$ cat src/sv/ppba_pkg.sv
// Types and constants shared by the particle plane bounce advection block.
`timescale 1ns / 1ps
package ppba_pkg;

  localparam int CoordW = 32;
  localparam int HalfW  = 31;
  localparam int PosW   = 50;
  localparam int DeltaW = 48;
  localparam int QuotW  = 48;
  localparam int FracW  = 16;

  localparam logic [1:0] AXIS_X = 2'd0;
  localparam logic [1:0] AXIS_Y = 2'd1;
  localparam logic [1:0] AXIS_Z = 2'd2;

  localparam logic [2:0] REG_NORMAL_AXIS  = 3'd0;
  localparam logic [2:0] REG_PLANE_OFFSET = 3'd1;
  localparam logic [2:0] REG_CENTER_U     = 3'd2;
  localparam logic [2:0] REG_CENTER_V     = 3'd3;
  localparam logic [2:0] REG_HALF_RANGE_U = 3'd4;
  localparam logic [2:0] REG_HALF_RANGE_V = 3'd5;
  localparam logic [2:0] REG_TIME_STEP    = 3'd6;

  typedef struct packed {
    logic [1:0]        normal_axis;
    logic [CoordW-1:0] plane_offset;
    logic [CoordW-1:0] center_u;
    logic [CoordW-1:0] center_v;
    logic [HalfW-1:0]  half_range_u;
    logic [HalfW-1:0]  half_range_v;
    logic [HalfW-1:0]  time_step;
  } cfg_t;

  // Classified particle handed from the front to the back.
  typedef struct packed {
    logic [2:0][CoordW-1:0] pos;
    logic [2:0][CoordW-1:0] vel;
    logic [1:0]             axis;
    logic                   cand;
    logic [CoordW-1:0]      num_mag;
    logic [CoordW-1:0]      vel_mag;
  } job_t;

endpackage

$ cat src/sv/ppba_front.sv
// Front: accepts a particle and classifies it against the wall plane.
`timescale 1ns / 1ps
module ppba_front (
  input  ppba_pkg::cfg_t cfg,
  input  logic [31:0]    pos_x,
  input  logic [31:0]    pos_y,
  input  logic [31:0]    pos_z,
  input  logic [31:0]    vel_x,
  input  logic [31:0]    vel_y,
  input  logic [31:0]    vel_z,
  output ppba_pkg::job_t job
);
  import ppba_pkg::*;

  logic [CoordW-1:0] pn;
  logic [CoordW-1:0] vn;
  logic [CoordW:0]   num;
  logic              wall_ok;
  logic              sign_ok;

  always_comb begin
    unique case (cfg.normal_axis)
      AXIS_X: begin pn = pos_x; vn = vel_x; wall_ok = 1'b1; end
      AXIS_Y: begin pn = pos_y; vn = vel_y; wall_ok = 1'b1; end
      AXIS_Z: begin pn = pos_z; vn = vel_z; wall_ok = 1'b1; end
      default: begin pn = pos_x; vn = vel_x; wall_ok = 1'b0; end
    endcase
  end

  assign num = {cfg.plane_offset[CoordW-1], cfg.plane_offset} - {pn[CoordW-1], pn};
  assign sign_ok = (num != '0) && (vn != '0) && (num[CoordW] == vn[CoordW-1]);

  always_comb begin
    job.pos     = {pos_z, pos_y, pos_x};
    job.vel     = {vel_z, vel_y, vel_x};
    job.axis    = cfg.normal_axis;
    job.cand    = wall_ok && sign_ok;
    job.num_mag = num[CoordW] ? CoordW'(-num) : num[CoordW-1:0];
    job.vel_mag = vn[CoordW-1] ? -vn : vn;
  end

endmodule

$ cat config.mk
export PLATFORM = sky130hd
export DESIGN_NAME = ppba_front
export DESIGN_NICKNAME = d
export VERILOG_FILES = /design/src/sv/ppba_pkg.sv /design/src/sv/ppba_front.sv
export SDC_FILE = /design/constraint.sdc
export NUM_CORES = 1
export LEC_CHECK = 0
export ABC_AREA = 1
export BUFFER_PORTS_ARGS = -buffer_cell sky130_fd_sc_hd__buf_4
export CORE_AREA = 2 2 250 252
export DETAILED_ROUTE_END_ITERATION = 8
export DIE_AREA = 0 0 252 254
export PLACE_DENSITY_LB_ADDON = 0.25
export SYNTH_ARGS = -nofsm -noshare
export SYNTH_HDL_FRONTEND = slang
export SYNTH_SLANG_ARGS = --single-unit
$ cat constraint.sdc
create_clock -name vclk -period 6.5
set_input_delay 0.975 -clock vclk [all_inputs]
set_output_delay 0.975 -clock vclk [all_outputs]
set_load 0.01 [all_outputs]
## Word-level counts from Yosys, hierarchy flattened

Cells that the tools add are included.

| word-level totals | value |
|---|---|
| register bits after elaboration | 0 |
| output and inout bits | 259 |

| operators by class | value |
|---|---|
| add/subtract/negate cells | 3 |
| equality and inequality tests | 3 |
| multiplexer cells | 5 |
| reduce and logical (&&, ||, !) cells | 7 |

Operators with widths:

| operator | number |
|---|---|
| $pmux W32 S2 | 2 |
| $mux W32 | 2 |
| $neg A32 Y32 | 2 |
| $reduce_bool A33 Y1 | 1 |
| $sub A32 B32 Y33 | 1 |
| $reduce_bool A32 Y1 | 1 |
| $logic_and A1 B1 Y1 | 3 |
| $reduce_or A3 Y1 | 1 |
| $eq A2 B1 Y1 const B | 1 |
| $eq A2 B2 Y1 const B | 1 |
| $logic_not A2 Y1 | 1 |
| $eq A1 B1 Y1 | 1 |
| $mux W1 | 1 |

## Depth between registers and ports, before layout

| depth | value |
|---|---|
| depth in word-level cells | 7 |
| gate-level depth with buffers | 28 |
| mapped depth without buffers | 24 |

## Least setup slack after synthesis

Ideal clock, no wire load.

| timing path | value |
|---|---|
| path type | input to output |
| from | input port cfg[190] (netlist name) |
| to | output port job[55] (netlist name) |
| arrival | 4170 ps |
| slack | 1355 ps |
| stages | 24 |
| path buffers | 3 |
| cell sequence | inv_1 -> ha_1 -> buf_2 -> buf_2 -> buf_1 -> a221o_1 -> o21ai_0 -> inv_1 -> ha_1 -> fa_1 -> inv_1 -> nand2_1 -> nand2_1 -> nand2_1 -> nor2_1 -> nand3_1 -> nor2_1 -> nand3_1 -> nor2_1 -> nand2_1 -> nor2_2 -> nand3_1 -> nand2_2 -> xor2_1 |

RTL lines:

| element | RTL line | text |
|---|---|---|
| from (decl) | ppba_front.sv:4 | `input ppba_pkg::cfg_t cfg,` |
| to (decl) | ppba_front.sv:11 | `output ppba_pkg::job_t job` |

==> summary by stage <==
Logic synthesis
The multiplexer share of the synthesized area is 0%. The most common cell in the synthesized netlist is nand2_1. Summing the areas of all compound-gate instances in the mapped netlist gives roughly 14% of the synthesized area. Synthesis produced a netlist whose cell count is approximately 1,300. The fraction of the yosys area taken by sequential cells is 0%. The distinct cell type count after synthesis is 32. Yosys attributes the largest share of cell area to nand2_1 (24%), buf_4 (21%), inv_1 (11%). Summing the areas of all fa, ha and maj instances in the mapped netlist gives a little over 7% of the synthesized area. In this run the mean area of a mapped cell was 5.32 sq um. The synthesized netlist devotes between 30% and 40% of its cell area to simple gates. The fraction of synthesized cell area taken by the top area cell type is a little under a quarter. Yosys printed 0 warnings. The commonest cells after synthesis are nand2_1 (439), inv_1 (200), buf_4 (194), nor2_1 (87), nand3_1 (75). The combined area of all synthesized cells is 0.00700 sq mm. The post-synthesis xor/xnor area fraction is under 10%. nand2_1 takes more of the synthesized area than any other cell.

The dominant combinational cell family by area after synthesis is simple AND/OR/NAND/NOR gates. The net count after synthesis is around 1,700.

Route
The post-detailed-route wirelength per cell is roughly 19 microns. The post-detailed-routing wire length is between 40 and 50 mm. Dividing the detail-routed via count by the number of cells gives around 3.8. The number of iterations in the first detailed-routing pass is 4.

The post-route DRC violation count is 0. The number of violations reported at the end of detailed-routing iteration 0 is between 300 and 400. The detail route stage leaves a number of antenna-violating nets equal to 0.

The routed via count is 8,971.

GRT
The maximum number of pins on one net before global-route repair is 55. The total global routing overflow is 0. The total track usage is 13.1%.

The number of global-route vias before repair is 9,014. The initial antenna violation count was 9. The first global-routing pass estimated roughly 61 mm of wire.

Cells and area
The count of sequential standard cells is 0. The layout-stage area growth over the synthesis result is 45.2%. The clock tree buffer count of the final layout is 0.

Of the cells placed in the final design, the portion with a size suffix greater than 1 is about 33%. After the last flow step, the layout net total stands at 2,018. The sequential cells in the finished layout cover a total of 0 sq um. The final instance area is 0.0102 sq mm.

Floorplan
The area of the core is between 0.06 and 0.07 sq mm. The number of rows in the core area is 91. The die boundary height is 254 microns. The die is between 200 and 300 microns wide. The initial core utilization is 11.4%. ~640 I/O pins were placed. The floorplan step defined a die boundary enclosing ~0.064 sq mm.

Place
The placed wire-length estimate after detailed placement is 41.4 mm. Input and output buffers added on the ports amount to between 400 and 500. The placement-stage cell area is 0.0102 sq mm. The global placer's final weighted congestion is between 0.8 and 0.9.

Power and ir drop
Per report_power, the clock group accounts for 0% of the total. Combinational logic burns 100.0% of the power. For this design the ratio of total power to cell area is 178 mW/mm^2. The leakage power total is ~5.7 nW. For this design the total switching power over the nets is 0.00110 W. Of the total power, the share spent switching nets is 60.7%.

Of the total power, registers draw 0%. Across the VDD grid, the largest voltage drop is between 0.00006 and 0.00007 V. Internal power comes to around 0.00071 W.

Worst setup path
The critical path capture point type is an output port. STA puts the critical path data arrival time at between 4000 and 5000 ps. The startpoint-to-endpoint class of the critical path is in -> out. The largest fanout on the critical path is 6. Data on the critical path is required at its endpoint by ~5500 ps. The startpoint kind of the worst setup timing path is a primary input. The most numerous cell on the critical path is nand2_1.

In this design, the stage delay of the slowest critical-path cell is 400 ps. The number of buffers and inverters on the critical path is 7. The dominant delay contributor by cell family on the critical path is simple AND/OR/NAND/NOR gates.

The critical path depth in cells is 26. The slowest stage of the critical path is the ha_4 cell.

Worst hold path
The worst hold-check path type is in -> out. Along the worst hold path, the cell count comes to 2.

Timing
The smallest clock period supported by the final layout is computed as 5880 ps. The number of failing hold endpoints at the final stage is 0. The setup-violating endpoint count in the final report is 0.

Timing would allow up to ~170 MHz. Setup repair after global routing left no endpoint under its margin. Adding up every negative setup slack in the final design gives 0 ps. At the pin with the least slew margin, the transition time is between 600 and 700 ps. The remaining max-slew budget at the tightest pin is 54.6%.

The worst path uses roughly nine tenths of the clock period. The number of max-slew violations in the final report was 0.

CTS
The buffer count from post-CTS setup fixing is 0. The number of buffers inserted for hold repair after clock tree synthesis is 0. Once the clock tree was built, the resizer swapped 0 gates to a different size.

Flow run
Across the run, the number of max-cap violations was 0.

Outcome
The run finished with clean final reports.
## power by group through the flow
stage / Sequential (W) / Combinational, W / Clock (W)
floorplan: 0 / 0.000982 / 0
global placement: 0 / 0.00185 / 0
detailed placement: 0 / 0.00186 / 0
CTS: 0 / 0.00186 / 0
global route: 0 / 0.00201 / 0.0000000000207
finish: 0 / 0.00181 / 0.0000000000619
## area by class of cell
| type | instances | area [sq um] |
|---|---|---|
| Tap cell | 790 | 988 |
| Multi-Input combinational cell | 889 | 4640 |
| Inverter | 203 | 763 |
| Timing Repair Buffer | 502 | 3770 |
| Fill cell | 7182 | 51100 |
| Antenna cell | 3 | 7.51 |
## metal layers
layer | wire [microns] | GRT usage [%] | vias to the layer above
met2 | 23800 | 26.5 | 409
met1 | 16800 | 13.9 | 4007
met4 | 759 | 1.72 | 2
li1 | - | - | 4525
met5 | 16 | 0 | -
met3 | 3500 | 3.09 | 28
## worst paths after layout
path	from	to	slack [ps]
max	cfg[189]	job[61]	620
min	pos_x[18]	job[181]	2140
## through the flow
step | utilization (%) | total power [W] | hold WS (ps) | cells | setup slack [ps]
finish | 16.6 | 0.00181 | 2140 | 2387 | 619
global route | 16.6 | 0.00201 | 2140 | 2385 | 109
floorplan | - | 0.000982 | 2040 | 1317 | 1360
detailed placement | 16.6 | 0.00186 | 2140 | 2384 | 531
global placement | 16.6 | 0.00185 | 2140 | 2384 | 528
CTS | 16.6 | 0.00186 | 2140 | 2384 | 498
## cell usage in the layout (no fill, tap or decap), drive strengths merged
cell type	Yosys	routed
o21ai	79	79
nor2	95	95
or2	1	1
a21oi	22	22
buf	207	502
nand3b	8	8
o31ai	2	2
a21o	1	1
a221o	42	42
a31oi	1	1
o2111ai	1	1
xnor2	12	12
nand4	16	16
xor2	41	41
clkinv	0	1
nand3	77	77
fa	1	1
inv	203	202
nor3	8	8
nand2	444	444
diode	0	3
ha	38	38
## logic make-up (layout without fill, tap and decap cells)
kind of cell / count (synthesis) / in the layout
compound gates: 148 / 148
xor+xnor: 53 / 53
fa+ha+maj: 39 / 39
buf+inv: 428 / 705
other cells: 0 / 3
simple gates: 649 / 649
Power figures use the tool's default switching activity.
