<file path="config.mk">
export PLATFORM = sky130hd
export DESIGN_NAME = ppba_back_flat
export DESIGN_NICKNAME = d
export VERILOG_FILES = /design/src/sv/ppba_pkg.sv /design/src/sv/ppba_if.sv /design/src/sv/ppba_back.sv /design/src/flat_wrapper.sv
export SDC_FILE = /design/constraint.sdc
export NUM_CORES = 2
export LEC_CHECK = 0
export ABC_AREA = 1
export CORE_ASPECT_RATIO = 0.5
export CORE_MARGIN = 8
export CORE_UTILIZATION = 51
export DETAILED_ROUTE_END_ITERATION = 6
export DONT_BUFFER_PORTS = 1
export PLACE_DENSITY = 0.76
export RECOVER_POWER = 100
export SYNTH_ARGS = -nofsm -noshare
export SYNTH_HDL_FRONTEND = slang
export SYNTH_SLANG_ARGS = --single-unit
</file>
<file path="constraint.sdc">
create_clock -name clk -period 16.5 [get_ports clk]
set_input_delay 1.65 -clock clk [delete_from_list [all_inputs] [get_ports clk]]
set_output_delay 1.65 -clock clk [all_outputs]
set_load 0.005 [all_outputs]
</file>
<file path="src/sv/ppba_pkg.sv">
// Types and constants shared by the particle plane bounce advection block.
`timescale 1ns / 1ps
package ppba_pkg;

  localparam int CoordW = 32;
  localparam int HalfW  = 31;
  localparam int PosW   = 50;
  localparam int DeltaW = 48;
  localparam int QuotW  = 48;
  localparam int FracW  = 16;

  localparam logic [1:0] AXIS_X = 2'd0;
  localparam logic [1:0] AXIS_Y = 2'd1;
  localparam logic [1:0] AXIS_Z = 2'd2;

  localparam logic [2:0] REG_NORMAL_AXIS  = 3'd0;
  localparam logic [2:0] REG_PLANE_OFFSET = 3'd1;
  localparam logic [2:0] REG_CENTER_U     = 3'd2;
  localparam logic [2:0] REG_CENTER_V     = 3'd3;
  localparam logic [2:0] REG_HALF_RANGE_U = 3'd4;
  localparam logic [2:0] REG_HALF_RANGE_V = 3'd5;
  localparam logic [2:0] REG_TIME_STEP    = 3'd6;

  typedef struct packed {
    logic [1:0]        normal_axis;
    logic [CoordW-1:0] plane_offset;
    logic [CoordW-1:0] center_u;
    logic [CoordW-1:0] center_v;
    logic [HalfW-1:0]  half_range_u;
    logic [HalfW-1:0]  half_range_v;
    logic [HalfW-1:0]  time_step;
  } cfg_t;

  // Classified particle handed from the front to the back.
  typedef struct packed {
    logic [2:0][CoordW-1:0] pos;
    logic [2:0][CoordW-1:0] vel;
    logic [1:0]             axis;
    logic                   cand;
    logic [CoordW-1:0]      num_mag;
    logic [CoordW-1:0]      vel_mag;
  } job_t;

endpackage

</file>
<file path="src/sv/ppba_if.sv">


interface ppba_out_if;
  logic        valid;
  logic        ready;
  logic [31:0] new_pos_x;
  logic [31:0] new_pos_y;
  logic [31:0] new_pos_z;
  logic [31:0] new_vel_x;
  logic [31:0] new_vel_y;
  logic [31:0] new_vel_z;
  logic        wall_hit;
  logic        saturated;
  modport source (output valid, new_pos_x, new_pos_y, new_pos_z, new_vel_x, new_vel_y,
                  new_vel_z, wall_hit, saturated, input ready);
  modport sink (input valid, new_pos_x, new_pos_y, new_pos_z, new_vel_x, new_vel_y,
                new_vel_z, wall_hit, saturated, output ready);
endinterface

</file>
<file path="src/sv/ppba_back.sv">
// Back: crossing time divider, shared multiplier, reflection and saturation.
`timescale 1ns / 1ps
module ppba_back (
  input  logic           clk,
  input  logic           rst,
  input  ppba_pkg::cfg_t cfg,
  input  ppba_pkg::job_t job,
  input  logic           job_avail,
  output logic           job_pop,
  ppba_out_if.source     out_ch
);
  import ppba_pkg::*;

  localparam logic [2:0] S_IDLE = 3'd0;
  localparam logic [2:0] S_DIV  = 3'd1;
  localparam logic [2:0] S_CHK  = 3'd2;
  localparam logic [2:0] S_MULA = 3'd3;
  localparam logic [2:0] S_HIT  = 3'd4;
  localparam logic [2:0] S_MULB = 3'd5;
  localparam logic [2:0] S_OUT  = 3'd6;

  localparam logic signed [PosW-1:0] PosMax = PosW'(64'sd2147483647);
  localparam logic signed [PosW-1:0] PosMin = -PosW'(64'sd2147483648);

  logic [2:0]              state;
  logic [5:0]              cnt;
  logic [1:0]              k;
  logic [2:0][PosW-1:0]    p;
  logic [2:0][PosW-1:0]    q;
  logic [2:0][DeltaW-1:0]  d;
  logic [2:0][CoordW-1:0]  vr;
  logic [1:0]              axis;
  logic                    cand;
  logic                    hit;
  logic [CoordW-1:0]       vel_mag;
  logic [CoordW-1:0]       rem;
  logic [QuotW-1:0]        dvd;
  logic [HalfW-1:0]        tval;
  logic [HalfW-1:0]        mul_t;
  logic signed [63:0]      prod;

  logic [CoordW:0]         rsh;
  logic                    qbit;
  logic signed [DeltaW-1:0] prod_q;
  logic signed [PosW-1:0]  cu;
  logic signed [PosW-1:0]  cv;
  logic [PosW-1:0]         cu_abs;
  logic [PosW-1:0]         cv_abs;
  logic                    hit_now;
  logic [2:0]              sat_vec;
  logic [2:0][CoordW-1:0]  q_sat;

  assign rsh     = {rem, dvd[QuotW-1]};
  assign qbit    = (rsh >= {1'b0, vel_mag});
  assign prod_q  = prod[63:FracW];
  assign job_pop = (state == S_IDLE) && job_avail;

  always_comb begin
    priority case (axis)
      AXIS_Y: begin
        cu = $signed(p[0]) + PosW'($signed(d[0])) - PosW'($signed(cfg.center_u));
        cv = $signed(p[2]) + PosW'($signed(d[2])) - PosW'($signed(cfg.center_v));
      end
      AXIS_Z: begin
        cu = $signed(p[0]) + PosW'($signed(d[0])) - PosW'($signed(cfg.center_u));
        cv = $signed(p[1]) + PosW'($signed(d[1])) - PosW'($signed(cfg.center_v));
      end
      default: begin
        cu = $signed(p[1]) + PosW'($signed(d[1])) - PosW'($signed(cfg.center_u));
        cv = $signed(p[2]) + PosW'($signed(d[2])) - PosW'($signed(cfg.center_v));
      end
    endcase
    cu_abs  = cu[PosW-1] ? -cu : cu;
    cv_abs  = cv[PosW-1] ? -cv : cv;
    hit_now = cand && (cu_abs < PosW'(cfg.half_range_u)) && (cv_abs < PosW'(cfg.half_range_v));
  end

  always_comb begin
    for (int i = 0; i < 3; i++) begin
      if ($signed(q[i]) > PosMax) begin
        q_sat[i]   = PosMax[CoordW-1:0];
        sat_vec[i] = 1'b1;
      end else if ($signed(q[i]) < PosMin) begin
        q_sat[i]   = PosMin[CoordW-1:0];
        sat_vec[i] = 1'b1;
      end else begin
        q_sat[i]   = q[i][CoordW-1:0];
        sat_vec[i] = 1'b0;
      end
    end
  end

  // datapath
  always_ff @(posedge clk) begin
    unique case (state)
      S_IDLE: begin
        if (job_avail) begin
          for (int i = 0; i < 3; i++) begin
            p[i] <= PosW'($signed(job.pos[i]));
          end
          vr      <= job.vel;
          axis    <= job.axis;
          cand    <= job.cand;
          vel_mag <= job.vel_mag;
          rem     <= '0;
          dvd     <= {job.num_mag, {FracW{1'b0}}};
          tval    <= '0;
          mul_t   <= '0;
          hit     <= 1'b0;
        end
      end
      S_DIV: begin
        rem <= qbit ? CoordW'(rsh - {1'b0, vel_mag}) : rsh[CoordW-1:0];
        dvd <= {dvd[QuotW-2:0], qbit};
      end
      S_CHK: begin
        if ((dvd != '0) && (dvd < QuotW'(cfg.time_step))) begin
          tval  <= dvd[HalfW-1:0];
          mul_t <= dvd[HalfW-1:0];
        end else begin
          cand <= 1'b0;
        end
      end
      S_MULA: begin
        if (k != 2'd3) begin
          prod <= $signed({1'b0, mul_t}) * $signed(vr[0]);
          vr   <= {vr[0], vr[2:1]};
        end
        if (k != 2'd0) begin
          d <= {prod_q, d[2:1]};
        end
      end
      S_HIT: begin
        hit <= hit_now;
        if (hit_now) begin
          for (int i = 0; i < 3; i++) begin
            p[i] <= $signed(p[i]) + PosW'($signed(d[i]));
            if (axis == 2'(i)) begin
              vr[i] <= (vr[i] == {1'b1, {(CoordW-1){1'b0}}}) ? {1'b0, {(CoordW-1){1'b1}}}
                                                             : -vr[i];
            end
          end
          mul_t <= cfg.time_step - tval;
        end else begin
          mul_t <= cfg.time_step;
        end
      end
      S_MULB: begin
        if (k != 2'd3) begin
          prod <= $signed({1'b0, mul_t}) * $signed(vr[0]);
          vr   <= {vr[0], vr[2:1]};
        end
        if (k != 2'd0) begin
          q <= {PosW'($signed(p[0]) + PosW'(prod_q)), q[2:1]};
          p <= {p[0], p[2:1]};
        end
      end
      default: begin
      end
    endcase
  end

  // sequencer and result register
  always_ff @(posedge clk) begin
    if (rst) begin
      state        <= S_IDLE;
      cnt          <= '0;
      k            <= '0;
      out_ch.valid <= 1'b0;
    end else begin
      if (out_ch.valid && out_ch.ready && (state != S_OUT)) begin
        out_ch.valid <= 1'b0;
      end
      unique case (state)
        S_IDLE: begin
          k   <= '0;
          cnt <= 6'(QuotW - 1);
          if (job_avail) begin
            state <= job.cand ? S_DIV : S_MULA;
          end
        end
        S_DIV: begin
          cnt <= cnt - 1'b1;
          if (cnt == '0) begin
            state <= S_CHK;
          end
        end
        S_CHK: begin
          state <= S_MULA;
        end
        S_MULA: begin
          k <= k + 1'b1;
          if (k == 2'd3) begin
            state <= S_HIT;
          end
        end
        S_HIT: begin
          state <= S_MULB;
        end
        S_MULB: begin
          k <= k + 1'b1;
          if (k == 2'd3) begin
            state <= S_OUT;
          end
        end
        S_OUT: begin
          if (!out_ch.valid || out_ch.ready) begin
            out_ch.valid <= 1'b1;
            state        <= S_IDLE;
          end
        end
        default: state <= S_IDLE;
      endcase
    end
  end

  always_ff @(posedge clk) begin
    if ((state == S_OUT) && (!out_ch.valid || out_ch.ready)) begin
      out_ch.new_pos_x <= q_sat[0];
      out_ch.new_pos_y <= q_sat[1];
      out_ch.new_pos_z <= q_sat[2];
      out_ch.new_vel_x <= vr[0];
      out_ch.new_vel_y <= vr[1];
      out_ch.new_vel_z <= vr[2];
      out_ch.wall_hit  <= hit;
      out_ch.saturated <= |sat_vec;
    end
  end

  a_hit_needs_cand: assert property (@(posedge clk) disable iff (rst)
    (state == S_OUT) |-> (!hit || cand)) else $error("hit without crossing candidate");
  a_div_exit: assert property (@(posedge clk) disable iff (rst)
    (state == S_DIV) |=> (state == S_DIV || state == S_CHK)) else $error("divider left early");
  a_div_len: assert property (@(posedge clk) disable iff (rst)
    (state == S_DIV && cnt != '0) |=> (state == S_DIV)) else $error("divider cut short");
  a_pop_idle: assert property (@(posedge clk) disable iff (rst)
    job_pop |=> (state != S_IDLE)) else $error("job popped without starting");

endmodule
</file>
<file path="src/flat_wrapper.sv">
// flat-port wrapper written by rule: the top's interface ports become plain ports
module ppba_back_flat import ppba_pkg::*;
  (clk, rst, cfg, job, job_avail, job_pop, out_ch_valid, out_ch_new_pos_x, out_ch_new_pos_y, out_ch_new_pos_z, out_ch_new_vel_x, out_ch_new_vel_y, out_ch_new_vel_z, out_ch_wall_hit, out_ch_saturated, out_ch_ready);
  ppba_out_if out_ch_i ();
  input  logic clk;
  input  logic rst;
  input  ppba_pkg::cfg_t cfg;
  input  ppba_pkg::job_t job;
  input  logic job_avail;
  output logic job_pop;
  output wire logic [$bits(out_ch_i.valid)-1:0] out_ch_valid;
  output wire logic [$bits(out_ch_i.new_pos_x)-1:0] out_ch_new_pos_x;
  output wire logic [$bits(out_ch_i.new_pos_y)-1:0] out_ch_new_pos_y;
  output wire logic [$bits(out_ch_i.new_pos_z)-1:0] out_ch_new_pos_z;
  output wire logic [$bits(out_ch_i.new_vel_x)-1:0] out_ch_new_vel_x;
  output wire logic [$bits(out_ch_i.new_vel_y)-1:0] out_ch_new_vel_y;
  output wire logic [$bits(out_ch_i.new_vel_z)-1:0] out_ch_new_vel_z;
  output wire logic [$bits(out_ch_i.wall_hit)-1:0] out_ch_wall_hit;
  output wire logic [$bits(out_ch_i.saturated)-1:0] out_ch_saturated;
  input wire logic [$bits(out_ch_i.ready)-1:0] out_ch_ready;
  assign out_ch_valid = out_ch_i.valid;
  assign out_ch_new_pos_x = out_ch_i.new_pos_x;
  assign out_ch_new_pos_y = out_ch_i.new_pos_y;
  assign out_ch_new_pos_z = out_ch_i.new_pos_z;
  assign out_ch_new_vel_x = out_ch_i.new_vel_x;
  assign out_ch_new_vel_y = out_ch_i.new_vel_y;
  assign out_ch_new_vel_z = out_ch_i.new_vel_z;
  assign out_ch_wall_hit = out_ch_i.wall_hit;
  assign out_ch_saturated = out_ch_i.saturated;
  assign out_ch_i.ready = out_ch_ready;
  ppba_back u_core (.clk(clk), .rst(rst), .cfg(cfg), .job(job), .job_avail(job_avail), .job_pop(job_pop), .out_ch(out_ch_i));
endmodule
</file>
# After elaboration in Yosys (flattened, before gate mapping)
# Index checks and enable logic that the tools add are counted.
# classes
eq_ne,27
n_shift,0
n_mux,54
order_cmp,10
mul,1
div_mod_pow,0
n_bitwise,0
addsub,17
n_reduce_logical,38
# op_table
operator,count
two-way mux 150 bit,3
case mux 150 bit (3 select lines),1
two-way mux 32 bit,11
two-way mux 96 bit,3
case mux 96 bit (3 select lines),1
adder 50 x 48 -> 50 bit,4
two-way mux 50 bit,4
subtractor 50 x 32 -> 50 bit,4
greater-than comparator 50 x 32 -> 1 bit (second input constant),3
< comparator 50 x 32 -> 1 bit (second input constant),3
< comparator 50 x 31 -> 1 bit,2
negation 50 bit,2
equality test 32 bit (second input constant),3
negation 32 bit,3
case mux 48 bit (2 select lines),1
two-way mux 31 bit,3
case mux 31 bit (3 select lines),1
multiplier 32 x 32 -> 64 bit,1
case mux 32 bit (2 select lines),1
case mux 31 bit (2 select lines),1
< comparator 48 x 31 -> 1 bit,1
two-way mux 48 bit,1
nonzero test 48 bit,1
>= comparator 33 x 32 -> 1 bit,1
33 further kinds,88
# totals
inputBits,454
romBits,0
latch_bits,0
reg_bits,988
memories,0
mem_bits_rw,0
output_inout_bits,196
word_cells,180

# Longest topological paths before layout
# logic_depth
depth_word,10
mapped_depth,58
mapped_depth_nobuf,55

# Worst setup path before layout
# No wires, ideal clock.
# synth_timing
kind,register -> register
startpoint,reg u_core.k[0]
endpoint,reg u_core.d[0] in the netlist's numbering (enable)
arrival_ns,14.201
path_stages_with_launch,4
n_path_buf,0
slack_ns,1.298
synth_period_minus_slack_ns,15.202
setup_ns,1.000
required_ns,15.500
cell_sequence,dfxtp_1 -> inv_1 -> ha_1 -> nor4_1
# synth_via
elab_chain_len,2
# synth_rtl
element,line_no,source
"start, declared",ppba_back.sv:27,logic [1:0] k;
"start signal, assigned",ppba_back.sv:192,k <= k + 1'b1;
"start signal, assigned",ppba_back.sv:201,k <= k + 1'b1;
nonzero test 2 bit,ppba_back.sv:129,if (k != 2'd0) begin
AND reduction 2 bit (no source line),n/a,
"end signal, assigned",ppba_back.sv:130,"d <= {prod_q, d[2:1]};"
"end, declared",ppba_back.sv:30,logic [2:0][DeltaW-1:0] d;
# No other way between the ends.
# A chain may end at the register's enable or synchronous reset.

# Final worst setup path
# layout_timing
startpoint,reg u_core.d[50] in the netlist's numbering
endpoint,reg u_core.p[11] in the netlist's numbering (enable)
# layout_via
elab_chain_len,10
elab_cells_between_ends,15
classes_between,5 x add/sub; 2 x order compare; 1 x eq/ne; 4 x mux; 3 x reduce/logical
# layout_rtl
element,line_no,source
adder 50 x 48 -> 50 bit (*),"ppba_back.sv:66, ppba_back.sv:69",
subtractor 50 x 32 -> 50 bit,ppba_back.sv:69,cu = $signed(p[1]) + PosW'($signed(d[1])) - PosW'($signed(cfg.center_u));
two-way mux 50 bit,n/a,
negation 50 bit,ppba_back.sv:73,cu_abs = cu[PosW-1] ? -cu : cu;
two-way mux 50 bit,ppba_back.sv:73,
< comparator 50 x 31 -> 1 bit,ppba_back.sv:75,hit_now = cand && (cu_abs < PosW'(cfg.half_range_u)) && (cv_abs < PosW'(cfg.half_range_v));
logical AND 1 bit,ppba_back.sv:75,
logical AND 1 bit (*),ppba_back.sv:75,
!= test 2 x 1 -> 1 bit (no source line) (*),n/a,
AND reduction 4 bit (no source line) (*),n/a,
"end signal, assigned by index",ppba_back.sv:99,p[i] <= PosW'($signed(job.pos[i]));
"end signal, assigned by index",ppba_back.sv:137,p[i] <= $signed(p[i]) + PosW'($signed(d[i]));
"end signal, assigned",ppba_back.sv:155,"p <= {p[0], p[2:1]};"
"end, declared",ppba_back.sv:28,logic [2:0][PosW-1:0] p;
# Mark *: on every way between the ends. The rest lies on a longest branch, timed or not.

==> flow_metrics.tcl <==
set metrics [dict create \
    netlist_instances 12900 \
    clock_sinks 972 \
    antenna_found_initial 24 \
    cts_tree "done" \
    setup_viol 0 \
    htreeDepth 3 \
    rsz0062_at_grt "false" \
    ant_nets 0 \
    syn_avg_cell_area_sq_um 7.91 \
    crit_required_ns 16.83 \
    viasPerCell 5.64 \
    syn-cell-area_sq_um 102000 \
    num_vias 86900 \
    dr.pass1.iters 7 \
    wl_mm 342 \
    clkTransAtPathRegs_ns 0.07 \
    violations "capacitance limit, slew limit" \
    numCtsBuffers 90 \
    drc 0 \
    fin_nets 14700 \
    finalHoldViolCount 0 \
    relSlewSlack_pct -519 \
    grt_max_degree 168 \
    place_congestion 1.02 \
    rows 116 \
    worstPathMaxFanout 53 \
    ys_seq_area_share_pct 28.6 \
    use_met3_pct 5.92 \
    worst-setup-path-type "flop to flop" \
    clk_latency_ns 0.73 \
    slowest_stage "clkbuf_1" \
    drt-initial-drc-count 9657 \
    die_w_um 647 \
    initial_utilization_pct 51.1 \
    grt_pass1_vias 84300 \
    worstPathArrival_ns 14.08 \
    synth_ff_type "edfxtp_1" \
    r2r.worst_path.cells 53 \
    grt_usage_pct 31.0 \
    routedWlPerCell_um 22.2 \
    clk_path_buf_depth 3 \
    cts_root_buffer "clkbuf_16" \
    grt_busiest_layer "met2" \
    hpwl_mm 278 \
    synth_common_cells "nand2_1, inv_1, edfxtp_1" \
    cts_setup_buffers 0 \
    synth-seq-cells 972 \
    setup-tns-final_ns 0 \
    hp-class "flop to flop" \
    worst_slew_pin_slew_ns 9.28 \
    cp_common_cell "nand2_1" \
    ctsResizeCount 0 \
    min_path_cells 0 \
    syn-num-nets 14900 \
    grtUsageMet1_pct 43.1 \
    status "finished, violations left" \
    synth.most_common_cell "nand2_1" \
    overflow 0 \
    pin_count 650 \
    yosys_warnings 0 \
    finalCritPeriodShare_pct 83.3 \
    die_h_um 332 \
    period_needed_ns 13.74 \
    fmax_mhz 72.8 \
    synth_top_cell_by_area "edfxtp_1" \
    synthArstFlopShare_pct 0 \
    core_sq_um 199000 \
    port_buffers 0 \
    syn2layout_area_growth_pct 5.56 \
    ctsHoldBuffers 0 \
    crit_path_start_kind "flop" \
    synth.distinct_cells 78 \
    die_area_sq_um 215000 \
    synth_edf_count 960 \
    critPathCaptureType "flop" \
    synth_top_area_share_pct 28.4 \
    skew_ns 0.0600 \
    slowest_delay_ns 1.71 \
    final-max-slew-violation-count 1652 \
    drive_above_1_share_pct 3.50 \
    maxCapViolCount 31 \
    ys_top_cells_by_area "edfxtp_1, fa_1, nand2_1, inv_1, ha_1" \
    grt_pass1_wl_mm 512 \
    met2_usage_pct 49.1 \
]
registers in the layout, summed over array words and instances, names as in the netlist, 48 cells and up:
| signal | flops |
|---|---|
| u_core.p | 150 |
| u_core.q | 150 |
| u_core.d | 144 |
| u_core.vr | 96 |
| u_core.dvd | 48 |
| u_core.prod | 48 |
metal layers:
layer	wire length, um	vias up
met5	13	-
met4	12300	2
met3	35100	637
met2	153000	4108
met1	142000	41900
li1	-	40300
layout make-up:
class / instances / area [sq um]
fill: 18400 / 91800
multi-input combinational: 8911 / 61500
sequential: 972 / 29100
inverter: 2572 / 9660
tap: 2655 / 3320
clock buffer: 102 / 2300
timing repair buffer: 112 / 732
clock inverter: 66 / 673
antenna: 39 / 97.6
per-stage QoR:
stage | cell area (sq um) | hold slack [ns] | worst slack [ns] | std cells | util, %
after floorplan | 102000 | 0.400 | 1.30 | 12900 | -
after global placement | 104000 | 0.427 | 4.28 | 15200 | 52.5
after detailed placement | 104000 | 0.434 | 4.37 | 15200 | 52.5
after CTS | 107000 | 0.450 | 4.34 | 15400 | 53.9
after global routing | 107000 | 0.454 | 1.70 | 15400 | 53.9
final | 107000 | 0.450 | 2.76 | 15400 | 53.9
path summary, 6_finish.rpt:
path	startpoint	endpoint	slack [ns]
max	u_core.d[50]	u_core.p[11]	2.76
min	u_core.q[66]	u_core.q[16]	0.45
max reg2reg	u_core.d[50]	u_core.p[11]	2.76
min reg2reg	u_core.q[66]	u_core.q[16]	0.45
placed cells by master, fill, tap and decap left out, types with 20 or more instances in the layout:
master | Yosys | final
nor2_2 | 27 | 29
nor4_1 | 48 | 48
buf_4 | 5 | 83
nand4_1 | 123 | 123
inv_1 | 2538 | 2537
clkbuf_16 | 0 | 90
nor2_1 | 767 | 758
nor2_4 | 14 | 21
a31oi_1 | 79 | 79
nand2_2 | 37 | 37
ha_1 | 751 | 749
o21a_1 | 29 | 29
nand2_1 | 3553 | 3553
edfxtp_1 | 960 | 960
a22oi_1 | 96 | 96
a21o_1 | 26 | 26
o211ai_1 | 52 | 52
fa_1 | 874 | 874
xnor2_1 | 139 | 139
clkinv_2 | 0 | 24
diode_2 | 0 | 39
o21bai_1 | 32 | 32
xor2_1 | 264 | 264
clkinv_1 | 5 | 20
or2_2 | 59 | 59
o21ai_0 | 447 | 449
inv_2 | 29 | 28
nand3b_1 | 51 | 51
o31ai_1 | 25 | 25
nand3_1 | 576 | 576
clkbuf_1 | 325 | 41
a21oi_1 | 578 | 579
nor3_1 | 97 | 97
critical path: cells and delay by family (launching register included):
kind | cells | cell delay (ns)
flops | 1 | 0.42
compound gates | 18 | 4.83
buf+inv | 6 | 2.89
simple gates | 24 | 3.50
xor+xnor | 2 | 0.45
fa+ha+maj | 3 | 1.12
logic make-up after synthesis:
kind of cell,synth area share [%]
XOR/XNOR,3.47
multiplexers,0.0394
buffers and inverters,11.0
AND/OR/NAND/NOR,22.1
AO/OA/AOI/OAI,8.36
adder cells (fa/ha/maj),26.5
flip-flops,28.6
Power is not shown: default switching activity piles up to over one toggle a cycle in this logic, so the estimate is an artifact.
