[src/sv/ppba_pkg.sv]
// Types and constants shared by the particle plane bounce advection block.
`timescale 1ns / 1ps
package ppba_pkg;

  localparam int CoordW = 32;
  localparam int HalfW  = 31;
  localparam int PosW   = 50;
  localparam int DeltaW = 48;
  localparam int QuotW  = 48;
  localparam int FracW  = 16;

  localparam logic [1:0] AXIS_X = 2'd0;
  localparam logic [1:0] AXIS_Y = 2'd1;
  localparam logic [1:0] AXIS_Z = 2'd2;

  localparam logic [2:0] REG_NORMAL_AXIS  = 3'd0;
  localparam logic [2:0] REG_PLANE_OFFSET = 3'd1;
  localparam logic [2:0] REG_CENTER_U     = 3'd2;
  localparam logic [2:0] REG_CENTER_V     = 3'd3;
  localparam logic [2:0] REG_HALF_RANGE_U = 3'd4;
  localparam logic [2:0] REG_HALF_RANGE_V = 3'd5;
  localparam logic [2:0] REG_TIME_STEP    = 3'd6;

  typedef struct packed {
    logic [1:0]        normal_axis;
    logic [CoordW-1:0] plane_offset;
    logic [CoordW-1:0] center_u;
    logic [CoordW-1:0] center_v;
    logic [HalfW-1:0]  half_range_u;
    logic [HalfW-1:0]  half_range_v;
    logic [HalfW-1:0]  time_step;
  } cfg_t;

  // Classified particle handed from the front to the back.
  typedef struct packed {
    logic [2:0][CoordW-1:0] pos;
    logic [2:0][CoordW-1:0] vel;
    logic [1:0]             axis;
    logic                   cand;
    logic [CoordW-1:0]      num_mag;
    logic [CoordW-1:0]      vel_mag;
  } job_t;

endpackage

[src/sv/ppba_fifo.sv]
// Short queue of classified particles between front and back.
`timescale 1ns / 1ps
module ppba_fifo #(
  parameter int DEPTH = 2
) (
  input  logic           clk,
  input  logic           rst,
  input  logic           push,
  input  ppba_pkg::job_t push_data,
  input  logic           pop,
  output ppba_pkg::job_t pop_data,
  output logic           full,
  output logic           empty
);
  import ppba_pkg::*;

  localparam int AW = (DEPTH > 1) ? $clog2(DEPTH) : 1;
  localparam int CW = $clog2(DEPTH + 1);

  job_t          mem [DEPTH];
  logic [AW-1:0] wr_ptr;
  logic [AW-1:0] rd_ptr;
  logic [CW-1:0] count;

  assign full     = (count == CW'(DEPTH));
  assign empty    = (count == '0);
  assign pop_data = mem[rd_ptr];

  always_ff @(posedge clk) begin
    if (push) begin
      mem[wr_ptr] <= push_data;
    end
  end

  always_ff @(posedge clk) begin
    if (rst) begin
      wr_ptr <= '0;
      rd_ptr <= '0;
      count  <= '0;
    end else begin
      if (push) begin
        wr_ptr <= (wr_ptr == AW'(DEPTH - 1)) ? '0 : wr_ptr + 1'b1;
      end
      if (pop) begin
        rd_ptr <= (rd_ptr == AW'(DEPTH - 1)) ? '0 : rd_ptr + 1'b1;
      end
      if (push && !pop) begin
        count <= count + 1'b1;
      end else if (pop && !push) begin
        count <= count - 1'b1;
      end
    end
  end

endmodule

[config.mk]
export PLATFORM = sky130hd
export DESIGN_NAME = ppba_fifo
export DESIGN_NICKNAME = d
export VERILOG_FILES = /design/src/sv/ppba_pkg.sv /design/src/sv/ppba_fifo.sv
export SDC_FILE = /design/constraint.sdc
export NUM_CORES = 1
export LEC_CHECK = 0
export BUFFER_PORTS_ARGS = -buffer_cell sky130_fd_sc_hd__buf_4
export CAP_MARGIN = 5
export CORE_MARGIN = 4
export CORE_UTILIZATION = 41
export DETAILED_ROUTE_END_ITERATION = 6
export PLACE_DENSITY = 0.71
export SYNTH_ARGS = -nofsm -noshare
export SYNTH_HDL_FRONTEND = slang
export SYNTH_SLANG_ARGS = --single-unit
[constraint.sdc]
create_clock -name clk -period 15.8 [get_ports clk]
set_input_delay 0.79 -clock clk [delete_from_list [all_inputs] [get_ports clk]]
set_output_delay 0.79 -clock clk [all_outputs]
set_load 0.03 [all_outputs]
Yosys cells after proc, flatten, opt, wreduce, memory -nomap -nowiden --
Memories as Yosys holds them, arrays and structs flattened. A register that Yosys moved wholly into a read port is not among the register bits. Index checks and enable logic that the tools add are counted.
Word-level totals: output and inout port bits 261, memory bits (writable) 518, input port bits 263, memories 1, bits in registers 4, logic and storage cells 23
Memories:
- mem | depth 2, width 259, rd ports 1, clocked after Yosys merged registers in 1, wr ports 1, line ppba_fifo.sv:20 | job_t mem [DEPTH];
Operators by class: equality and inequality tests 1, $add $sub $neg 4, reduce and logical (&&, ||, !) cells 6, mux-type cells 8
Operators by type and width (number):
- $mux W1 | 6
- $mux W2 | 2
- $add A1 B1 Y1 const B | 2
- $add A2 B1 Y2 const B | 1
- $eq A2 B2 Y1 const B | 1
- $logic_and A1 B1 Y1 | 2
- $logic_not A1 Y1 | 2
- $logic_not A2 Y1 | 1
- $reduce_bool A2 Y1 | 1
- $sub A2 B1 Y2 const B | 1

Longest topological paths before layout --
Gate-level depths: netlist (run 1).
word-level depth 4, gate-level depth with buffers 5, gate-level depth less buffers 5

Worst setup path after synthesis (run 1) --
OpenSTA, ideal clock, no wires.
path type input to register, from in push, to mem mem[0][0] (netlist name) (enable), path buffers 0, setup time 0.915 ns, cell stages on the path 1, data required time 14.885 ns, data arrival time 11.934 ns, slack 2.951 ns, cell sequence nor2b_1
Between the ends: cells in the longest elaborated chain, start to end 2
Ends and longest elaborated chain:
- start, declared | line ppba_fifo.sv:8 | input logic push,
- $mux W1 | line ppba_fifo.sv:30 | if (push) begin
- $mux W1 (not written as such) | line ppba_fifo.sv:31 | mem[wr_ptr] <= push_data;
- end, declared | line ppba_fifo.sv:20
Every way passes these cells.

==> flow_summary.toml, run 1 <==
[outcome]
status = "complete, no violations"

[sta]
rsz0062_at_grt = "no"
setup_viol = 0
layout_worst_path_cycle_share_pct = 29.63
worstMarginPinSlew_ns = 1.131
finClkSkew_ns = 0.008458
min_period_ns = 4.682
hold_viol_final = 0
fmax_mhz = 213.6
tns_ns = 0
maxSlewViolCount = 0
relSlewSlack_pct = 24.59

[detailed_routing]
routed.top_layer = "met5"
wl_per_cell_um = 21.36
drc = 0
num_vias = 9746
wl_met1_mm = 15.78
drt_iter0_drc = 539
wl_met3_mm = 4.435
drt-total-wl_mm = 43.73
wl_met2_mm = 22.08
vias_per_cell = 4.761
first_pass_iters = 4
ant_nets = 0

[floorplan]
io_pins = 524
num_rows = 80
initial_core_util_pct = 41.42
fp.dieW_um = 227.4
die_y_um = 227.4
core_region_area_um2 = 47650
die_area_um2 = 51710

[clocking]
clock-root-buffer = "clkbuf_16"
ctsResizeCount = 0
clock-sinks = 523
clkLatencyLatePin_ns = 0.57
numCtsBuffers = 54
path_clk_slew_ns = 0.06
cts_tree = "built"
post_cts_buffers = 0
clock_path_buffers = 3
htree_levels = 2
cts_hold_buf = 0

[finish]
drive_above_1_share_pct = 60.84
final_core_util_pct = 54.45
seq_area_um2 = 15660
nNetsFinal = 1652
stdcell_count = 2047
multi_input_area_um2 = 3786
synthToLayoutAreaGrowth_pct = 31.45
n_fill_cell = 3716

[grt]
grt-ovfl-total = 0
grt_pass1_wl_mm = 61.38
antenna_found_initial = 4
grt_pass1_vias = 10304
grt_use_total_pct = 15.85
grt_max_degree = 132

[placed_design]
dp.cells = 1947
port_buffers = 523
routabilityCongestion = 0.7740
detailed_place_hpwl_mm = 30.50

[critical_path]
worst_path_most_repeated_cell = "buf_4"
cp_max_fo = 65
cpMaxStageDelayCell = "buf_4"
slowest_delay_ns = 0.93
cp.required_ns = 15.01
crit_chain = "buf_4 > buf_4 > mux2_2 > buf_4"
worstSetupStartpointType = "flip-flop"
crit_type = "reg -> out"
critPathCaptureType = "output port"
worstPathArrival_ns = 3.89

[synthesis]
synth_cell_types = 16
ys_ff_latch = 523
yosysWarnings = 0
syn_area_per_cell_um2 = 23.84
syn-num-nets = 1092
synthCells = 828
netlist_area_um2 = 19740
synth-seq-area-share_pct = 79.32

[hold_path]
hold_class = "in -> reg"

[pwr]
p_leak_nw = 10.08
powerDensity_nw_per_um2 = 131.4
peakVddDrop_mv = 0.08812

[flow_run]
cap_viol_max_count = 0
## cell usage after synthesis
| cell | n | share of area (%) |
|---|---|---|
| dfxtp_1 | 5 | 0.51 |
| xor2_1 | 2 | 0.089 |
| inv_1 | 1 | 0.019 |
| or3_1 | 1 | 0.032 |
| xnor2_1 | 2 | 0.089 |
| nor2b_1 | 2 | 0.063 |
| and2_1 | 1 | 0.032 |
| a21oi_1 | 1 | 0.025 |
| o21ai_0 | 1 | 0.025 |
| buf_6 | 25 | 1.4 |
| ha_1 | 1 | 0.063 |
| mux2_4 | 202 | 15 |
| nor2_1 | 5 | 0.095 |
| buf_2 | 4 | 0.10 |
| edfxtp_1 | 518 | 79 |
| mux2_2 | 57 | 3.3 |
## report_power, final
part	switching [mW]	leakage, nW	internal, mW
Clock	0.503	0.829	0.707
Combinational	0.303	4.35	0.244
Sequential	0.0277	4.90	1.62
Total	0.834	10.1	2.57
## routing by layer
| metal | vias up | GRT usage, % |
|---|---|---|
| met2 | 386 | 27.28 |
| met5 | - | 0 |
| met3 | 85 | 6.409 |
| met4 | 4 | 6.363 |
| li1 | 4429 | - |
| met1 | 4842 | 17.63 |
## logic make-up (layout without fill, tap and decap cells)
kind of cell | count (synthesis) | count (layout) | synth area share (%)
flops | 523 | 523 | 79.32
mux | 259 | 259 | 18.62
buf+inv | 30 | 632 | 1.547
simple gates | 9 | 9 | 0.2219
xor+xnor | 4 | 4 | 0.1775
compound gates | 2 | 2 | 0.05067
fa+ha+maj | 1 | 1 | 0.06339
other cells | 0 | 2 | 0
## final timing paths
| path | from | to | slack, ns | depth (start not counted) |
|---|---|---|---|---|
| setup / recovery | flip-flop | pop_data[228] | 11.12 | 4 |
| hold / removal | push_data[256] | mem[0][256]$_DFFE_PP_ | 0.40 | 1 |
| setup reg to reg | wr_ptr$_SDFFE_PP0P_ | mem[0][126]$_DFFE_PP_ | 12.49 | 4 |
| hold reg to reg | count[1]$_SDFFE_PP0P_ | count[1]$_SDFFE_PP0P_ | 0.50 | 2 |
## area by class of cell
class | instances | area share [%]
clock inverter | 28 | 0.8922
inverter | 1 | 0.01447
timing repair buffer | 533 | 15.47
tap | 615 | 2.966
sequential | 523 | 60.36
clock buffer | 70 | 5.686
antenna | 2 | 0.01929
multi-input combinational | 275 | 14.59
## flip-flops by register name, indices dropped and copies added, names as in the netlist, named ones only
signal  cells
wr_ptr      1
count       2
mem       518
rd_ptr      1
## metrics by stage
step | hold slack, ns | setup WS (ns) | power [mW] | area, µm²
detailed placement | 0.4963 | 11.63 | 2.235 | 24230
global placement | 0.4802 | 11.72 | 2.225 | 24230
CTS | 0.3434 | 10.99 | 3.456 | 25940
global route | 0.3536 | 10.87 | 3.542 | 25940
finish | 0.3953 | 11.12 | 3.408 | 25940
floorplan | 0.4608 | 2.951 | 2.047 | 19740
## placed cells by master (no fill, tap or decap), types with 2 or more instances in the layout
cell type and instances:
edfxtp_1 518, clkinv_1 10, bufinv_16 3, diode_2 2, nor2_1 5, clkinv_2 9
dfxtp_1 4, xor2_1 2, buf_4 532, clkbuf_16 57, xnor2_1 2, clkbuf_1 13
clkinvlp_4 3, mux2_2 57, mux2_4 202
## worst max-delay path, delay by kind of cell (launching register included)
| family | cells | cell delay [ns] |
|---|---|---|
| buffers and inverters | 3 | 1.89 |
| flip-flops | 1 | 0.88 |
| multiplexers | 1 | 0.44 |
(Power assumes the default switching activity.)
==> run 2: changes to the inputs <==
--- a/config.mk
+++ b/config.mk
@@ -10,7 +10,7 @@
 export CORE_MARGIN = 4
 export CORE_UTILIZATION = 41
 export DETAILED_ROUTE_END_ITERATION = 6
-export PLACE_DENSITY = 0.71
+export PLACE_DENSITY = 0.73
 export SYNTH_ARGS = -nofsm -noshare
 export SYNTH_HDL_FRONTEND = slang
 export SYNTH_SLANG_ARGS = --single-unit
==> constraint.sdc (replaced) <==
create_clock -name clk -period 3.75 [get_ports clk]
set_input_delay 0.1875 -clock clk [delete_from_list [all_inputs] [get_ports clk]]
set_output_delay 0.1875 -clock clk [all_outputs]
set_load 0.03 [all_outputs]
==> run 2 against run 1 <==
Power rose to 4.3 times the previous value. Final cell count rose by 14%. Global-route usage rose by 2.1 points. Cell area rose by 11%. First-iteration DRC count rose by 24%. Clock skew rose by 0.012 ns. Critical path depth fell by 1.
==> flow_summary.toml, run 2 (synthesis gave the netlist of run 1 again) <==
[pwr]
powerDensity_nw_per_um2 = 505.3
p_leak_nw = 11.30
peakVddDrop_mv = 0.4232
swShare_pct = 25.23
power_switching_mw = 3.669
internal-power_mw = 10.87
seq_power_share_pct = 47.8
p_clk_share_pct = 34.0
p_comb_share_pct = 18.1

[flow_run]
cap_viol_max_count = 0

[critical_path]
worstSetupStartpointType = "flip-flop"
critPathCaptureType = "output port"
rrSetupSlack_ns = 1.79
cp_max_fo = 51
cp.required_ns = 3.56
rr_worst_depth = 2
worstReg2RegStart = "wr_ptr$_SDFFE_PP0P_"
endpoint = "pop_data[157]"
worstPathArrival_ns = 2.51
r2r_end = "mem[1][175]$_DFFE_PP_"
crit_type = "reg -> out"

[finish]
final_common_cell = "buf_4"
multi_input_area_um2 = 3786
largest_reg_flops = 518
reg_top3 = "mem (518), count (2)"
n_fill_cell = 3289
drive_above_1_share_pct = 52.04
stdcell_count = 2334
seq_area_um2 = 15660
final_cell_mix = "547 x buf_4, 518 x edfxtp_1, 262 x dlygate4sd3_1, 202 x mux2_4, 57 x mux2_2"
nNetsFinal = 1937
stdcell_area_um2 = 28780
final_core_util_pct = 60.41
regMostFlops = "mem"
synthToLayoutAreaGrowth_pct = 45.83

[clocking]
numCtsBuffers = 52
cts_tree = "built"
htree_levels = 2
clock-sinks = 523
path_clk_slew_ns = 0.06
clkLatencyLatePin_ns = 0.59
clock_path_buffers = 3
clock-root-buffer = "clkbuf_16"
ctsResizeCount = 0

[detailed_routing]
drt-total-wl_mm = 49.46
vias_per_cell = 4.796
drt_iter0_drc = 670
ant_nets = 0
first_pass_iters = 5
drc = 0
wl_per_cell_um = 21.19
num_vias = 11193

[floorplan]
fp.dieW_um = 227.4
initial_core_util_pct = 41.42
io_pins = 524
die_y_um = 227.4
die_area_um2 = 51710
num_rows = 80
core_region_area_um2 = 47650

[placed_design]
routabilityCongestion = 0.7921
place_area_um2 = 24550
dp.cells = 1972
port_buffers = 523
detailed_place_hpwl_mm = 31.88

[sta]
whs_ns = 0.1443
fmax_mhz = 370.7
setup_viol = 0
layout_worst_path_cycle_share_pct = 71.94
worstMarginPinSlew_ns = 0.9864
relSlewSlack_pct = 34.24
maxSlewViolCount = 0
min_period_ns = 2.698
hold_viol_final = 0
tns_ns = 0
rsz0062_at_grt = "no"
finClkSkew_ns = 0.02000

[grt]
antenna_found_initial = 3
grt_pass1_vias = 12024
grt_pass1_wl_mm = 70.78
grt_use_total_pct = 17.92
grt_max_degree = 80
grt-ovfl-total = 0

[outcome]
status = "complete, no violations"

[hold_path]
hold_class = "in -> reg"
run 2: layout make-up:
type | instances | share of cell area (%)
sequential | 523 | 54.41
timing repair buffer | 820 | 24.14
multi-input combinational | 275 | 13.15
clock buffer | 63 | 4.739
tap | 615 | 2.674
clock inverter | 32 | 0.8216
antenna | 5 | 0.04347
inverter | 1 | 0.01304
run 2: worst min-delay path by stage:
stage / from / end / slack [ns] / cells past startpoint
after CTS: push / count[1]$_SDFFE_PP0P_ / 0.08 / 4
after detailed placement: push_data[10] / mem[1][10]$_DFFE_PP_ / 0.38 / 1
after floorplan: rst / wr_ptr$_SDFFE_PP0P_ / 0.25 / 1
after global routing: push / count[1]$_SDFFE_PP0P_ / 0.13 / 4
after global placement: push_data[110] / mem[0][110]$_DFFE_PP_ / 0.37 / 1
final: push / count[1]$_SDFFE_PP0P_ / 0.14 / 4
run 2: critical path, stage by stage, from the launching register on:
cell	delay, ns
dfxtp_4	0.98
buf_12	0.37
mux2_4	0.35
buf_4	0.17
run 2: per-layer routing:
layer | part of all wire (%) | GRT usage (%) | vias up
met3 | 7.2 | 4.952 | 100
met5 | 0 | 0 | -
li1 | - | - | 5009
met4 | 3.1 | 5.895 | 0
met1 | 38 | 20.86 | 5617
met2 | 52 | 32.19 | 467
run 2: through the flow:
| step | worst slack (ns) | power (mW) |
|---|---|---|
| finish | 1.052 | 14.54 |
| global route | 0.9408 | 15.03 |
| CTS | 0.9916 | 14.61 |
| detailed placement | 1.622 | 9.468 |
| global placement | 1.646 | 9.415 |
| floorplan | -0.8276 | 8.541 |
run 2: power by group through the flow:
stage          combinational [mW]  sequential [mW]  clock [mW]
3_5_place_dp                 2.39             7.08           0
2_1_floorplan                1.49             7.05           0
3_3_place_gp                 2.36             7.06           0
6_report                     2.64             6.96        4.95
4_1_cts                      2.63             6.96        5.02
5_1_grt                      2.75             6.99        5.29
run 2: what timing repair did:
action	in CTS	in global routing
hold buffers	262	0
endpoints found under the hold margin	523	0
setup buffers	0	0
==> run 3: changes to the inputs <==
--- a/config.mk
+++ b/config.mk
@@ -10,7 +10,7 @@
 export CORE_MARGIN = 4
 export CORE_UTILIZATION = 41
 export DETAILED_ROUTE_END_ITERATION = 6
-export PLACE_DENSITY = 0.73
+export PLACE_DENSITY = 0.71
 export SYNTH_ARGS = -nofsm -noshare
 export SYNTH_HDL_FRONTEND = slang
 export SYNTH_SLANG_ARGS = --single-unit
==> constraint.sdc (replaced) <==
create_clock -name clk -period 2.7 [get_ports clk]
set_input_delay 0.135 -clock clk [delete_from_list [all_inputs] [get_ports clk]]
set_output_delay 0.135 -clock clk [all_outputs]
set_load 0.03 [all_outputs]
==> run 3 against run 2 <==
Clock skew fell by 0.0043 ns. Cell area rose by 0.70%. Combinational power rose by 41%. Count of clock-buffer cells in the layout rose by 11. First-iteration DRC count fell by 14%. Routed wire length fell by 1.9%. Largest cell class unchanged.
==> flow_summary.toml, run 3 (synthesis gave the netlist of run 1 again) <==
[critical_path]
crit_chain = "buf_12 > buf_4 > mux2_2 > buf_4"
crit_type = "reg -> out"
crit_family = "buffers and inverters"
worstSetupStartpointType = "flip-flop"
cp.required_ns = 2.57
slowest_delay_ns = 0.55
crit_buf_inv = 3
worst_path_most_repeated_cell = "buf_4"
critPathCaptureType = "output port"
worstPathArrival_ns = 2.19
cpMaxStageDelayCell = "dfxtp_4"
cp_max_fo = 26

[floorplan]
initial_core_util_pct = 41.42
die_area_um2 = 51710
core_region_area_um2 = 47650
fp.dieW_um = 227.4
die_y_um = 227.4
io_pins = 524
num_rows = 80

[sta]
worstMarginPinSlew_ns = 0.4744
finClkSkew_ns = 0.01570
setup_viol = 0
relSlewSlack_pct = 68.38
maxSlewViolCount = 0
whs_ns = 0.2864
worst_slack_ns = 0.3767
min_period_ns = 2.323
fmax_mhz = 430.4
layout_worst_path_cycle_share_pct = 86.05
rsz0062_at_grt = "no"
hold_viol_final = 0

[detailed_routing]
ant_nets = 0
first_pass_iters = 5
drt_iter0_drc = 575
drc = 0
num_vias = 11097
drt-total-wl_mm = 48.52
wl_per_cell_um = 20.64
vias_per_cell = 4.720

[flow_run]
cap_viol_max_count = 0

[finish]
nNetsFinal = 1953
largest_reg_flops = 518
multi_input_area_um2 = 3786
reg_top3 = "mem (518), count (2)"
final_cell_mix = "559 x buf_4, 518 x edfxtp_1, 263 x dlygate4sd3_1, 202 x mux2_4, 57 x mux2_2"
n_fill_cell = 3281
seq_area_um2 = 15660
final_core_util_pct = 60.83
drive_above_1_share_pct = 52.23
regMostFlops = "mem"
final_common_cell = "buf_4"
stdcell_count = 2351
synthToLayoutAreaGrowth_pct = 46.85

[placed_design]
pre_cts_ws_ns = 0.9449
port_buffers = 523
routabilityCongestion = 0.7973
detailed_place_hpwl_mm = 31.75
dp.cells = 1986

[grt]
grt_pass1_vias = 12091
grt_use_total_pct = 17.72
antenna_found_initial = 5
grt-ovfl-total = 0
grt_max_degree = 78
grt_pass1_wl_mm = 70.01

[clocking]
cts_tree = "built"
ctsResizeCount = 0
clkLatencyLatePin_ns = 0.58
clock-sinks = 523
htree_levels = 2
clock_path_buffers = 3
numCtsBuffers = 53
path_clk_slew_ns = 0.06
clock-root-buffer = "clkbuf_16"

[hold_path]
hold_class = "in -> reg"

[pwr]
peakVddDrop_mv = 0.5681
powerDensity_nw_per_um2 = 703.8
power.total_mw = 20.40
p_leak_nw = 11.40

[outcome]
status = "complete, no violations"
==> run 3: changes by cell type in the layout (fill, tap and decap cells not counted), sizes merged <==
cell | before | now
clkinv | 24 | 13
clkinvlp | 2 | 0
clkbuf | 63 | 74
diode | 5 | 7
dlygate4sd3 | 262 | 263
bufinv | 3 | 5
buf | 558 | 572
==> run 3: cell type report <==
class                      instances  area share, %
inverter                           1        0.01295
multi-input combinational        275          13.06
antenna                            7        0.06044
clock inverter                    21         0.7987
sequential                       523          54.03
timing repair buffer             835          24.46
clock buffer                      74          4.917
tap                              615          2.655
==> run 3: stage by stage <==
step / TNS, ns / instance area [µm²]
after floorplan: -819.92 / 19750
after global placement: 0 / 24680
after detailed placement: 0 / 24680
after CTS: 0 / 28970
after global routing: 0 / 28980
final: 0 / 28980
==> run 3: path summary, 6_finish.rpt <==
path                         start                    end  slack, ns  depth (start not counted)
max                      flip-flop           pop_data[26]       0.38                          4
min                 push_data[206]  mem[1][206]$_DFFE_PP_       0.29                          2
min reg2reg  count[1]$_SDFFE_PP0P_  count[1]$_SDFFE_PP0P_       0.52                          2
max reg2reg    wr_ptr$_SDFFE_PP0P_   mem[0][47]$_DFFE_PP_       1.04                          3
==> run 3: metal layers <==
layer  track usage (%)  wire (µm)  vias to the layer above
met2             31.80      25210                      457
met5                 0          0                        -
met3             5.816       4065                      100
met4             5.934       1478                        0
li1                  -          -                     5031
met1             20.00      17760                     5509
==> run 3: where the power goes <==
part / total (mW) / internal, mW / switching [mW] / leakage (nW)
combinational: 3.73 / 1.77 / 1.97 / 5.69
clock: 7.04 / 4.15 / 2.89 / 0.806
sequential: 9.63 / 9.49 / 0.140 / 4.90
total: 20.4 / 15.4 / 5.00 / 11.4
==> run 3: timing repair <==
| item | 4_1_cts | 5_1_grt |
|---|---|---|
| setup buffers | 0 | 0 |
| endpoints found under the hold margin | 523 | 0 |
| hold buffers | 263 | 0 |
